## src/design/worker_state_residency_counter_core_defines.svh

```systemverilog
// ----------------------------------------------------------------------------
// Assertion macros for the worker state residency counter
// Shared assertion forms, clocked on clk and disabled during rst.
// ----------------------------------------------------------------------------
`ifndef WORKER_STATE_RESIDENCY_COUNTER_CORE_DEFINES_SVH
`define WORKER_STATE_RESIDENCY_COUNTER_CORE_DEFINES_SVH

// A property that must hold at every clock edge outside reset.
`define WSRC_ASSERT(lbl, prop, msg) \
  lbl: assert property (@(posedge clk) disable iff (rst) (prop)) else $error(msg);

// A condition that must never be seen outside reset.
`define WSRC_ASSERT_NEVER(lbl, cond, msg) \
  lbl: assert property (@(posedge clk) disable iff (rst) !(cond)) else $error(msg);

`endif

```

## src/design/wsrc_pkg.sv

```systemverilog
// ----------------------------------------------------------------------------
// Worker state residency counter package
// Payload types, event codes, state codes and the event classification table.
// ----------------------------------------------------------------------------
package wsrc_pkg;

  localparam int TS_W         = 64;
  localparam int CNT_W        = 32;
  localparam int WID_W        = 4;
  localparam int KIND_W       = 5;
  localparam int DEF_WORKERS  = 16;
  localparam int DEF_Q_DEPTH  = 4;

  typedef enum logic [1:0] {
    ST_DEAD  = 2'd0,
    ST_WAIT  = 2'd1,
    ST_RUN   = 2'd2,
    ST_OTHER = 2'd3
  } state_e_t;

  typedef enum logic [2:0] {
    FX_NONE    = 3'd0,
    FX_START   = 3'd1,
    FX_END     = 3'd2,
    FX_BLOCK   = 3'd3,
    FX_SSTART  = 3'd4,
    FX_SUPDATE = 3'd5,
    FX_SDIE    = 3'd6,
    FX_SSTAB   = 3'd7
  } effect_t;

  localparam logic [KIND_W-1:0] EV_SCHED_START    = 5'd0;
  localparam logic [KIND_W-1:0] EV_SCHED_SHUTDOWN = 5'd1;
  localparam logic [KIND_W-1:0] EV_WORKER_START   = 5'd2;
  localparam logic [KIND_W-1:0] EV_WORKER_EXIT    = 5'd3;
  localparam logic [KIND_W-1:0] EV_GET_BLOCK      = 5'd4;
  localparam logic [KIND_W-1:0] EV_GOT_BLOCK      = 5'd5;
  localparam logic [KIND_W-1:0] EV_NO_BLOCK       = 5'd6;
  localparam logic [KIND_W-1:0] EV_WORKER_GATE    = 5'd7;
  localparam logic [KIND_W-1:0] EV_CTRL_GATE      = 5'd8;
  localparam logic [KIND_W-1:0] EV_GATE_RELEASE   = 5'd9;
  localparam logic [KIND_W-1:0] EV_WORKER_RESUME  = 5'd10;
  localparam logic [KIND_W-1:0] EV_CTRL_RESUME    = 5'd11;
  localparam logic [KIND_W-1:0] EV_BARRIER_WAIT   = 5'd12;
  localparam logic [KIND_W-1:0] EV_BARRIER_RESUME = 5'd13;
  localparam logic [KIND_W-1:0] EV_STRAND_START   = 5'd14;
  localparam logic [KIND_W-1:0] EV_STRAND_UPDATE  = 5'd15;
  localparam logic [KIND_W-1:0] EV_STRAND_DIE     = 5'd16;
  localparam logic [KIND_W-1:0] EV_STRAND_STAB    = 5'd17;

  typedef struct packed {
    logic [WID_W-1:0]  worker_id;
    logic [KIND_W-1:0] event_kind;
    logic [TS_W-1:0]   timestamp;
  } in_t;

  typedef struct packed {
    logic [WID_W-1:0] worker_out;
    logic [1:0]       current_state;
    logic [TS_W-1:0]  start_stamp;
    logic [TS_W-1:0]  end_stamp;
    logic [TS_W-1:0]  waiting_total;
    logic [TS_W-1:0]  running_total;
    logic [TS_W-1:0]  other_total;
    logic [CNT_W-1:0] block_count;
    logic [CNT_W-1:0] start_count;
    logic [CNT_W-1:0] update_count;
    logic [CNT_W-1:0] stabilize_count;
    logic [CNT_W-1:0] die_count;
  } out_t;

  typedef struct packed {
    logic     has_target;
    state_e_t target;
    effect_t  effect;
  } rule_t;

  // Classified event as it travels from the front to the back.
  typedef struct packed {
    logic [WID_W-1:0] worker_id;
    logic             in_range;
    logic             has_target;
    state_e_t         target;
    effect_t          effect;
    logic [TS_W-1:0]  timestamp;
  } cmd_t;

  // One worker's stored record.
  typedef struct packed {
    state_e_t         state;
    logic [TS_W-1:0]  last_change;
    logic [TS_W-1:0]  start_time;
    logic [TS_W-1:0]  end_time;
    logic [TS_W-1:0]  wait_accum;
    logic [TS_W-1:0]  run_accum;
    logic [TS_W-1:0]  other_accum;
    logic [CNT_W-1:0] blocks_seen;
    logic [CNT_W-1:0] starts_seen;
    logic [CNT_W-1:0] updates_seen;
    logic [CNT_W-1:0] stabilizes_seen;
    logic [CNT_W-1:0] dies_seen;
  } rec_t;

  function automatic rule_t classify(input logic [KIND_W-1:0] kind);
    rule_t r;
    r = '{has_target: 1'b1, target: ST_OTHER, effect: FX_NONE};
    case (kind)
      EV_SCHED_START:    r.effect = FX_START;
      EV_SCHED_SHUTDOWN: begin
        r.target = ST_DEAD;
        r.effect = FX_END;
      end
      EV_WORKER_START:   r.effect = FX_START;
      EV_WORKER_EXIT:    begin
        r.target = ST_DEAD;
        r.effect = FX_END;
      end
      EV_GET_BLOCK:      begin
        r.target = ST_WAIT;
        r.effect = FX_BLOCK;
      end
      EV_GOT_BLOCK:      begin
        r.target = ST_RUN;
        r.effect = FX_BLOCK;
      end
      EV_NO_BLOCK:       r.target = ST_OTHER;
      EV_WORKER_GATE:    r.target = ST_WAIT;
      EV_CTRL_GATE:      r.target = ST_WAIT;
      EV_WORKER_RESUME:  r.target = ST_OTHER;
      EV_CTRL_RESUME:    r.target = ST_OTHER;
      EV_BARRIER_WAIT:   r.target = ST_WAIT;
      EV_BARRIER_RESUME: r.target = ST_OTHER;
      EV_STRAND_START:   begin
        r.target = ST_RUN;
        r.effect = FX_SSTART;
      end
      EV_STRAND_UPDATE:  begin
        r.target = ST_RUN;
        r.effect = FX_SUPDATE;
      end
      EV_STRAND_DIE:     begin
        r.target = ST_RUN;
        r.effect = FX_SDIE;
      end
      EV_STRAND_STAB:    begin
        r.target = ST_RUN;
        r.effect = FX_SSTAB;
      end
      default:           r.has_target = 1'b0;
    endcase
    return r;
  endfunction

endpackage

```

## src/design/wsrc_front.sv

```systemverilog
// ----------------------------------------------------------------------------
// Worker state residency counter: front end
// Accepts events, checks the worker range and classifies the event kind.
// ----------------------------------------------------------------------------
module wsrc_front
  import wsrc_pkg::*;
#(
  parameter int NUM_WORKERS = DEF_WORKERS
) (
  input  logic clk,
  input  logic rst,
  input  in_t  evt,
  input  logic push,
  output logic full,
  input  logic q_full,
  output logic q_push,
  output cmd_t q_item
);

  rule_t rule;
  logic  seen_item;

  always_comb begin
    rule                = classify(evt.event_kind);
    q_item.worker_id    = evt.worker_id;
    q_item.in_range     = (32'(evt.worker_id) < NUM_WORKERS);
    q_item.has_target   = rule.has_target;
    q_item.target       = rule.target;
    q_item.effect       = rule.effect;
    q_item.timestamp    = evt.timestamp;
  end

  assign full   = q_full;
  assign q_push = push && !q_full;

  // Notes that at least one transfer has happened since reset; kept as
  // a status flag, which an assertion below checks stays set until reset.
  always_ff @(posedge clk) begin
    if (rst) begin
      seen_item <= 1'b0;
    end else if (q_push) begin
      seen_item <= 1'b1;
    end
  end

  `include "worker_state_residency_counter_core_defines.svh"

  `WSRC_ASSERT(a_push_not_full, q_push |-> !full, "front pushed into a full queue")
  `WSRC_ASSERT(a_seen_sticks, seen_item |=> seen_item, "transfer flag dropped without reset")

endmodule

```

## config.mk

```make
export PLATFORM = sky130hd
export DESIGN_NAME = wsrc_front
export DESIGN_NICKNAME = d
export VERILOG_FILES = /design/src/design/wsrc_pkg.sv /design/src/design/wsrc_front.sv
export VERILOG_INCLUDE_DIRS = /design/src /design/src/design
export SDC_FILE = /design/constraint.sdc
export NUM_CORES = 1
export LEC_CHECK = 0
export BUFFER_PORTS_ARGS = -buffer_cell sky130_fd_sc_hd__buf_2
export CAP_MARGIN = 20
export CORE_AREA = 2 2 59 61
export DETAILED_ROUTE_END_ITERATION = 8
export DIE_AREA = 0 0 61 63
export GPL_ROUTABILITY_DRIVEN = 0
export PLACE_DENSITY = 0.86
export REMOVE_ABC_BUFFERS = 1
export SLEW_MARGIN = 20
export SYNTH_ARGS = -nofsm -noshare
export SYNTH_HDL_FRONTEND = slang
export SYNTH_SLANG_ARGS = --single-unit
```

## constraint.sdc

```tcl
create_clock -name vclk -period 1
set_clock_uncertainty 0.1 [all_clocks]
set_input_delay 0 -clock vclk [all_inputs]
set_output_delay 0 -clock vclk [all_outputs]
set_load 0.01 [all_outputs]
```

==> impl_results.md <==
- GRT Resource Usage Total: between 30% and 40%
- Finished Core Util: 35.4%
- Synth top area share: between 70% and 80%
- Max-cap violation count: 0
- Row cnt: 21
- Detail Route Antenna Nets: 0
- Final Cell Area: 1140 sq um
- Vias in the first global route: 849
- Drt wl/cell: 38.3 microns
- I/O pin count: 154
- Post-Synthesis Cells: 101
- Cell Pwr Density: roughly 480 nW/um^2
- Total congestion overflow: 0
- Net Sw Frac: 50.7%
- Critical path type: in2out
- Final setup vio count: 0
- Placed cell count: between 90 and 100
- Met3 GRT Util: 18.6%
- Arrival time of the worst setup path: 0.90 ns
- Largest net degree at the start of global routing: 9
- Fill cells: 325
- Initial antenna violation count: 9
- Final wirelength: 6850 microns
- CLK BUF: 0
- Crit path max fanout: 7
- Clk pwr share: 0%
- Worst EP required: 0.90 ns
- Worst VDD drop: 78.6 uV
- Synth top area cells: buf_4, nor2b_1, a21oi_1
- Final min period: about 1 ns
- Worst Setup Start Kind: primary input
- Gr busiest metal: met2
- Crit. End Element: output pin
- Mean Syn Cell Area: just over 7 sq um
- Met2 track utilization from global routing: 54.3%
- Int Power: 269 uW
- Unrepaired setup endpoints after global routing: true
- Post-synth cell types: 22
- Area grow syn2layout: 57.6%
- Leak Pwr: 0.471 nW
- Initial Utilization: ~22%
- Met1 Usage GRT: 34.1%
- Placed cell areas: 362 sq um
- Register area share after synthesis: 0%
- CORE AREA: ~3200 sq um
- DRC errors left: 0
- Hold crit path type: in2out
- Number of DRC markers in iteration 0: 53
- FMAX: roughly 1 GHz
- Register area: 0 sq um
- Die span in y: 63 microns
- Combinational power share: 100.0%
- Fin cells: 179
- Largest area contributor in the netlist: buf_4
- Layout cells sized above 1: 25.2%
- Sequential share of power: 0%
- Hold Slack: 0.0999 ns
- DIE AREA: 3840 sq um
- First-pass GRT wire length: slightly below 9000 microns
- Outcome: completed
- Cell area after synthesis: roughly 730 sq um
- Detailed Place HPWL: 6100 microns
- First-pass iteration count of the detailed router: 4
- Seq_cells: 0
- Hold Fails Final Rpt: 0
- Fin crit share: ~100%
- NetSw: 278 uW
- Nets: a little under 200
- Final Max Tran Viols: 0
- Total number of vias: ~830
- Synthesis Warnings: 0
- Via/cell ratio: 4.61
- Port bufs: 15
- Die W: ~61 microns
-- per-layer routing --
metal  wire length (microns)  vias to the layer above
met5                       0                        -
met1                    2170                      370
met3                     712                       46
met2                    3230                      112
met4                     729                        0
li1                        -                      297
-- synthesized netlist by cell type, drive strengths merged --
| cell | number |
|---|---|
| a21o | 1 |
| a21oi | 3 |
| and2b | 1 |
| and4b | 1 |
| buf | 73 |
| conb | 1 |
| nor2 | 5 |
| nor2b | 4 |
| nor3 | 2 |
| nor3b | 2 |
| nor4 | 1 |
| o21a | 1 |
| o21ai | 1 |
| o21bai | 1 |
| o31ai | 1 |
| or2 | 1 |
| or3b | 1 |
| xnor2 | 1 |
-- power groups by stage --
stage,logic [mW],registers (mW),clock network (mW)
after global placement,0.136,0,0
after CTS,0.504,0,0
after global routing,0.562,0,0.00000174
after detailed placement,0.138,0,0
after floorplan,0.0547,0,0
final,0.547,0,0.00000188
-- cell type report --
type,count,area [sq um],area share (%)
Timing Repair Buffer,91,847,74.1
Multi-Input combinational cell,28,204,17.8
Tap cell,46,57.6,5.03
Antenna cell,14,35.0,3.06
-- stage by stage --
step                      worst slack [ns]  setup TNS (ns)  power, mW
final                              0.00356               0      0.547
after global routing               -0.0265         -0.0265      0.562
after CTS                          0.00472               0      0.504
after detailed placement            0.0168               0      0.138
after global placement              0.0156               0      0.136
after floorplan                      0.285               0     0.0547
-- cells in the final DEF (no fill, tap or decap), types with 2 or more instances in the layout --
master,n
dlygate4sd3_1,68
diode_2,14
buf_2,12
buf_4,7
nor2_1,4
a21oi_1,3
nor2b_1,3
buf_6,3
nor3b_1,2
-- path summary, 6_finish.rpt --
kind  startpoint    endpoint  slack, ns  depth (start not counted)
min       q_full        full        0.1                          2
max      evt[67]  q_item[64]      0.004                          5
-- cells by family (layout without fill, tap and decap cells) --
kind of cell	Yosys count	after routing	synth area share [%]
AO/OA/AOI/OAI	8	8	6.90
XOR/XNOR	1	1	1.21
buffers and inverters	73	91	75.7
other	1	15	0.517
AND/OR/NAND/NOR	18	18	15.7
-- critical path, cell delays in order --
cell and delay [ns]:
buf_2 0.16, and4b_2 0.26, a21oi_1 0.21, o31ai_2 0.11, buf_2 0.15
-- what timing repair did --
action | 4_1_cts | 5_1_grt
hold endpoints to repair | 68 | 0
hold buffers | 68 | 0
resized for setup | 0 | 17
setup buffers | 0 | 1
endpoints found under the setup margin | 0 | 6
Note: power is estimated with default switching activity, not from simulation.
