[config.mk]
export PLATFORM = sky130hd
export DESIGN_NAME = wsrc_fifo
export DESIGN_NICKNAME = d
export VERILOG_FILES = /design/src/design/worker_state_residency_counter_core_defines.svh /design/src/design/wsrc_pkg.sv /design/src/design/wsrc_fifo.sv
export SDC_FILE = /design/constraint.sdc
export NUM_CORES = 1
export LEC_CHECK = 0
export BUFFER_PORTS_ARGS = -buffer_cell sky130_fd_sc_hd__buf_2
export CAP_MARGIN = 20
export CELL_PAD_IN_SITES_DETAIL_PLACEMENT = 2
export CELL_PAD_IN_SITES_GLOBAL_PLACEMENT = 2
export CORE_UTILIZATION = 45
export DETAILED_ROUTE_END_ITERATION = 10
export PLACE_DENSITY = 0.81
export SLEW_MARGIN = 10
export SYNTH_ARGS = -nofsm -noshare
export SYNTH_HDL_FRONTEND = slang
export SYNTH_SLANG_ARGS = --single-unit
[constraint.sdc]
create_clock -name clk -period 3.6 [get_ports clk]
set_input_delay 0.36 -clock clk [delete_from_list [all_inputs] [get_ports clk]]
set_output_delay 0.36 -clock clk [all_outputs]
set_load 0.02 [all_outputs]
[src/design/worker_state_residency_counter_core_defines.svh]
// ----------------------------------------------------------------------------
// Assertion macros for the worker state residency counter
// Shared assertion forms, clocked on clk and disabled during rst.
// ----------------------------------------------------------------------------
`ifndef WORKER_STATE_RESIDENCY_COUNTER_CORE_DEFINES_SVH
`define WORKER_STATE_RESIDENCY_COUNTER_CORE_DEFINES_SVH

// A property that must hold at every clock edge outside reset.
`define WSRC_ASSERT(lbl, prop, msg) \
  lbl: assert property (@(posedge clk) disable iff (rst) (prop)) else $error(msg);

// A condition that must never be seen outside reset.
`define WSRC_ASSERT_NEVER(lbl, cond, msg) \
  lbl: assert property (@(posedge clk) disable iff (rst) !(cond)) else $error(msg);

`endif

[src/design/wsrc_pkg.sv]
// ----------------------------------------------------------------------------
// Worker state residency counter package
// Payload types, event codes, state codes and the event classification table.
// ----------------------------------------------------------------------------
package wsrc_pkg;

  localparam int TS_W         = 64;
  localparam int CNT_W        = 32;
  localparam int WID_W        = 4;
  localparam int KIND_W       = 5;
  localparam int DEF_WORKERS  = 16;
  localparam int DEF_Q_DEPTH  = 4;

  typedef enum logic [1:0] {
    ST_DEAD  = 2'd0,
    ST_WAIT  = 2'd1,
    ST_RUN   = 2'd2,
    ST_OTHER = 2'd3
  } state_e_t;

  typedef enum logic [2:0] {
    FX_NONE    = 3'd0,
    FX_START   = 3'd1,
    FX_END     = 3'd2,
    FX_BLOCK   = 3'd3,
    FX_SSTART  = 3'd4,
    FX_SUPDATE = 3'd5,
    FX_SDIE    = 3'd6,
    FX_SSTAB   = 3'd7
  } effect_t;

  localparam logic [KIND_W-1:0] EV_SCHED_START    = 5'd0;
  localparam logic [KIND_W-1:0] EV_SCHED_SHUTDOWN = 5'd1;
  localparam logic [KIND_W-1:0] EV_WORKER_START   = 5'd2;
  localparam logic [KIND_W-1:0] EV_WORKER_EXIT    = 5'd3;
  localparam logic [KIND_W-1:0] EV_GET_BLOCK      = 5'd4;
  localparam logic [KIND_W-1:0] EV_GOT_BLOCK      = 5'd5;
  localparam logic [KIND_W-1:0] EV_NO_BLOCK       = 5'd6;
  localparam logic [KIND_W-1:0] EV_WORKER_GATE    = 5'd7;
  localparam logic [KIND_W-1:0] EV_CTRL_GATE      = 5'd8;
  localparam logic [KIND_W-1:0] EV_GATE_RELEASE   = 5'd9;
  localparam logic [KIND_W-1:0] EV_WORKER_RESUME  = 5'd10;
  localparam logic [KIND_W-1:0] EV_CTRL_RESUME    = 5'd11;
  localparam logic [KIND_W-1:0] EV_BARRIER_WAIT   = 5'd12;
  localparam logic [KIND_W-1:0] EV_BARRIER_RESUME = 5'd13;
  localparam logic [KIND_W-1:0] EV_STRAND_START   = 5'd14;
  localparam logic [KIND_W-1:0] EV_STRAND_UPDATE  = 5'd15;
  localparam logic [KIND_W-1:0] EV_STRAND_DIE     = 5'd16;
  localparam logic [KIND_W-1:0] EV_STRAND_STAB    = 5'd17;

  typedef struct packed {
    logic [WID_W-1:0]  worker_id;
    logic [KIND_W-1:0] event_kind;
    logic [TS_W-1:0]   timestamp;
  } in_t;

  typedef struct packed {
    logic [WID_W-1:0] worker_out;
    logic [1:0]       current_state;
    logic [TS_W-1:0]  start_stamp;
    logic [TS_W-1:0]  end_stamp;
    logic [TS_W-1:0]  waiting_total;
    logic [TS_W-1:0]  running_total;
    logic [TS_W-1:0]  other_total;
    logic [CNT_W-1:0] block_count;
    logic [CNT_W-1:0] start_count;
    logic [CNT_W-1:0] update_count;
    logic [CNT_W-1:0] stabilize_count;
    logic [CNT_W-1:0] die_count;
  } out_t;

  typedef struct packed {
    logic     has_target;
    state_e_t target;
    effect_t  effect;
  } rule_t;

  // Classified event as it travels from the front to the back.
  typedef struct packed {
    logic [WID_W-1:0] worker_id;
    logic             in_range;
    logic             has_target;
    state_e_t         target;
    effect_t          effect;
    logic [TS_W-1:0]  timestamp;
  } cmd_t;

  // One worker's stored record.
  typedef struct packed {
    state_e_t         state;
    logic [TS_W-1:0]  last_change;
    logic [TS_W-1:0]  start_time;
    logic [TS_W-1:0]  end_time;
    logic [TS_W-1:0]  wait_accum;
    logic [TS_W-1:0]  run_accum;
    logic [TS_W-1:0]  other_accum;
    logic [CNT_W-1:0] blocks_seen;
    logic [CNT_W-1:0] starts_seen;
    logic [CNT_W-1:0] updates_seen;
    logic [CNT_W-1:0] stabilizes_seen;
    logic [CNT_W-1:0] dies_seen;
  } rec_t;

  function automatic rule_t classify(input logic [KIND_W-1:0] kind);
    rule_t r;
    r = '{has_target: 1'b1, target: ST_OTHER, effect: FX_NONE};
    case (kind)
      EV_SCHED_START:    r.effect = FX_START;
      EV_SCHED_SHUTDOWN: begin
        r.target = ST_DEAD;
        r.effect = FX_END;
      end
      EV_WORKER_START:   r.effect = FX_START;
      EV_WORKER_EXIT:    begin
        r.target = ST_DEAD;
        r.effect = FX_END;
      end
      EV_GET_BLOCK:      begin
        r.target = ST_WAIT;
        r.effect = FX_BLOCK;
      end
      EV_GOT_BLOCK:      begin
        r.target = ST_RUN;
        r.effect = FX_BLOCK;
      end
      EV_NO_BLOCK:       r.target = ST_OTHER;
      EV_WORKER_GATE:    r.target = ST_WAIT;
      EV_CTRL_GATE:      r.target = ST_WAIT;
      EV_WORKER_RESUME:  r.target = ST_OTHER;
      EV_CTRL_RESUME:    r.target = ST_OTHER;
      EV_BARRIER_WAIT:   r.target = ST_WAIT;
      EV_BARRIER_RESUME: r.target = ST_OTHER;
      EV_STRAND_START:   begin
        r.target = ST_RUN;
        r.effect = FX_SSTART;
      end
      EV_STRAND_UPDATE:  begin
        r.target = ST_RUN;
        r.effect = FX_SUPDATE;
      end
      EV_STRAND_DIE:     begin
        r.target = ST_RUN;
        r.effect = FX_SDIE;
      end
      EV_STRAND_STAB:    begin
        r.target = ST_RUN;
        r.effect = FX_SSTAB;
      end
      default:           r.has_target = 1'b0;
    endcase
    return r;
  endfunction

endpackage

[src/design/wsrc_fifo.sv]
// ----------------------------------------------------------------------------
// Worker state residency counter: command queue
// Short queue of classified events between the front and the back.
// ----------------------------------------------------------------------------
module wsrc_fifo
  import wsrc_pkg::*;
#(
  parameter int DEPTH = DEF_Q_DEPTH
) (
  input  logic clk,
  input  logic rst,
  input  logic wr_en,
  input  cmd_t wr_data,
  output logic full,
  input  logic rd_en,
  output logic valid,
  output cmd_t rd_data
);

  localparam int PTR_W = (DEPTH > 1) ? $clog2(DEPTH) : 1;
  localparam int CNT_W_Q = $clog2(DEPTH + 1);

  cmd_t               slots [DEPTH];
  logic [PTR_W-1:0]   wr_ptr;
  logic [PTR_W-1:0]   rd_ptr;
  logic [CNT_W_Q-1:0] count;
  logic               do_wr;
  logic               do_rd;

  assign full    = (count == CNT_W_Q'(DEPTH));
  assign valid   = (count != '0);
  assign do_wr   = wr_en && !full;
  assign do_rd   = rd_en && valid;
  assign rd_data = slots[rd_ptr];

  always_ff @(posedge clk) begin
    if (do_wr) begin
      slots[wr_ptr] <= wr_data;
    end
  end

  always_ff @(posedge clk) begin
    if (rst) begin
      wr_ptr <= '0;
      rd_ptr <= '0;
      count  <= '0;
    end else begin
      if (do_wr) begin
        wr_ptr <= (wr_ptr == PTR_W'(DEPTH - 1)) ? '0 : wr_ptr + 1'b1;
      end
      if (do_rd) begin
        rd_ptr <= (rd_ptr == PTR_W'(DEPTH - 1)) ? '0 : rd_ptr + 1'b1;
      end
      if (do_wr && !do_rd) begin
        count <= count + 1'b1;
      end else if (do_rd && !do_wr) begin
        count <= count - 1'b1;
      end
    end
  end

endmodule

==> results.json <==
{
  "status": "completed",
  "hp-class": "primary input to flop",
  "grt_pass1_wl_mm": 41.2,
  "post-dp-hpwl_mm": 16.8,
  "ir_drop_mv": 0.482,
  "area_growth_pct": 20.4,
  "tns_ns": 0,
  "slew_headroom": 0.553,
  "cts_setup_buffers": 0,
  "gp_congestion": 0.746,
  "cp-start-kind": "flop",
  "cp-end-kind": "output port",
  "crit_chain": "buf_12 -> mux4_2 -> buf_2",
  "n_fill_cell": 2015,
  "synth_warnings": 0,
  "pin_count": 156,
  "insertion_delay_ns": 0.50,
  "stdcell_count": 974,
  "path_buf_inv": 2,
  "period_share": 0.784,
  "critPathMaxFanout": 49,
  "cp_top_family": "flip-flops",
  "report.final.slew_viol_count": 0,
  "max_stage_delay_ns": 0.66,
  "p_sw_mw": 2.87,
  "crit_slowest_cell": "dfxtp_4",
  "grt_max_degree": 50,
  "path_clk_slew_ns": 0.06,
  "layout_setup_ws_ns": 0.778,
  "vias": 5349,
  "synth_area_leader_cell": "edfxtp_1",
  "ant_nets": 0,
  "cts-buffers-inserted": 34,
  "drt-total-wl_mm": 27.9,
  "pre_cts_slack_ns": 0.992,
  "hold_viol_final": 0,
  "initial_core_util": 0.463,
  "required_ns": 3.24,
  "p_int_mw": 7.35,
  "dr.first_iter.drc_count": 396,
  "cts_tree": "done",
  "synth_area_leaders": "edfxtp_1 (80%), mux4_2 (15%), dfxtp_1 (1.6%)",
  "avgRoutedWirePerCell_um": 28.7,
  "synth_seq_cells": 309,
  "dr.pass1.iters": 4,
  "p_sw_frac": 0.281,
  "drive_gt1_frac": 0.460,
  "cp.arrival_ns": 2.46,
  "core_area_um2": 24500,
  "fmax_mhz": 354,
  "viasPerCell": 5.49,
  "cts_resized": 0,
  "period_needed_ns": 2.82,
  "clock-sinks": 309,
  "syn_nets": 527,
  "die_w_um": 161,
  "final_common_cell": "edfxtp_1",
  "critPathKind": "flop to output port",
  "final_util": 0.557,
  "p_seq_frac": 0.447,
  "tightest_slew_ns": 0.671,
  "setup_viol": 0,
  "final_nets": 711,
  "rsz0062_at_grt": "no",
  "clock_path_buffers": 3,
  "synthCells": 441,
  "synth_top_area_share": 0.796,
  "cts_root_buf": "clkbuf_16",
  "ys_seq_area_frac": 0.812,
  "synth.distinct_cells": 26,
  "synth.avg_cell_area_um2": 25.7,
  "antenna_cells": 0,
  "skew_ns": 0.00840,
  "cts_hold_buf": 0,
  "powerDensity_nw_per_um2": 750,
  "antenna_found_initial": 3,
  "grt_usage": 0.223,
  "dieArea_um2": 25800,
  "drc": 0,
  "cap_violations": 0,
  "clkPwrFrac": 0.335,
  "p_comb_frac": 0.218,
  "ctsHtreeMaxLevel": 2,
  "power_mw": 10.2,
  "place_inst": 913,
  "layout_common_cells": "edfxtp_1 (300), buf_2 (155), mux4_2 (75), clkbuf_16 (37), clkinv_1 (8)",
  "netlist_area_um2": 11300,
  "row_count": 57,
  "grt_pass1_vias": 5991,
  "grt_remaining_overflow": 0,
  "die_h_um": 161,
  "leakagePower_nw": 4.59,
  "portBuffers": 155
}
-- layer usage --
layer  routed length, um  global-route usage  vias up
met2               15000               0.395      172
met3                1170              0.0393       45
met1               11300               0.284     2870
met5                  22                   0        -
li1                    -                   -     2258
met4                 483              0.0580        4
-- metrics by stage --
stage / hold WS [ns] / area (um^2)
final: 0.0676 / 13600
after global routing: 0.0568 / 13600
after CTS: 0.0431 / 13600
after detailed placement: 0.543 / 12500
after global placement: 0.489 / 12500
after floorplan: 0.459 / 11300
-- cells by family after synthesis --
family / after synthesis / share of synthesized area
multiplexers: 77 / 0.151
adder cells (fa/ha/maj): 7 / 0.00840
AND/OR/NAND/NOR: 16 / 0.00851
buffers and inverters: 23 / 0.0140
flip-flops: 309 / 0.812
AO/OA/AOI/OAI: 7 / 0.00442
XOR/XNOR: 2 / 0.00155
-- Yosys cell counts (all sizes together) --
library cell,n
a21oi,3
and3,4
buf,15
clkbuf,3
clkinv,1
dfxtp,9
edfxtp,300
fa,1
ha,6
inv,4
mux2i,2
mux4,75
nand2,1
nand3,2
nor2,4
nor3,1
o21ai,2
o31ai,2
or3,3
or3b,1
xor2,2
-- path summary, 6_finish.rpt --
kind,startpoint,slack [ns],to,depth (start not counted)
worst max-delay path,flop,0.78,rd_data[35],3
worst min-delay path,wr_data[59],0.07,slots[3][59]$_DFFE_PP_,1
worst max register to register,count[0]$_SDFFE_PP0P_,0.95,count[2]$_SDFFE_PP0P_,9
worst min register to register,count[2]$_SDFFE_PP0P_,0.55,count[2]$_SDFFE_PP0P_,2
-- flip-flops by register name, indices dropped and copies added, names as in the netlist, named ones only --
signal  flops
rd_ptr      2
slots     300
wr_ptr      2
count       3
-- final cells by class --
cell class | count | area (um^2) | area share
sequential | 309 | 9200 | 0.675
tap | 324 | 405 | 0.0298
clock buffer | 44 | 952 | 0.0699
clock inverter | 17 | 150 | 0.0110
timing repair buffer | 166 | 908 | 0.0667
inverter | 5 | 23.8 | 0.00175
multi-input combinational | 109 | 1980 | 0.146
-- power groups by stage --
stage          Combinational [mW]  Sequential (mW)  Clock, mW
6_report                     2.23             4.56       3.42
5_1_grt                      2.37             4.60       3.60
4_1_cts                      2.29             4.58       3.50
3_5_place_dp                 2.25             4.63          0
3_3_place_gp                 2.14             4.57          0
2_1_floorplan                1.56             4.49          0
(Power assumes the default switching activity.)
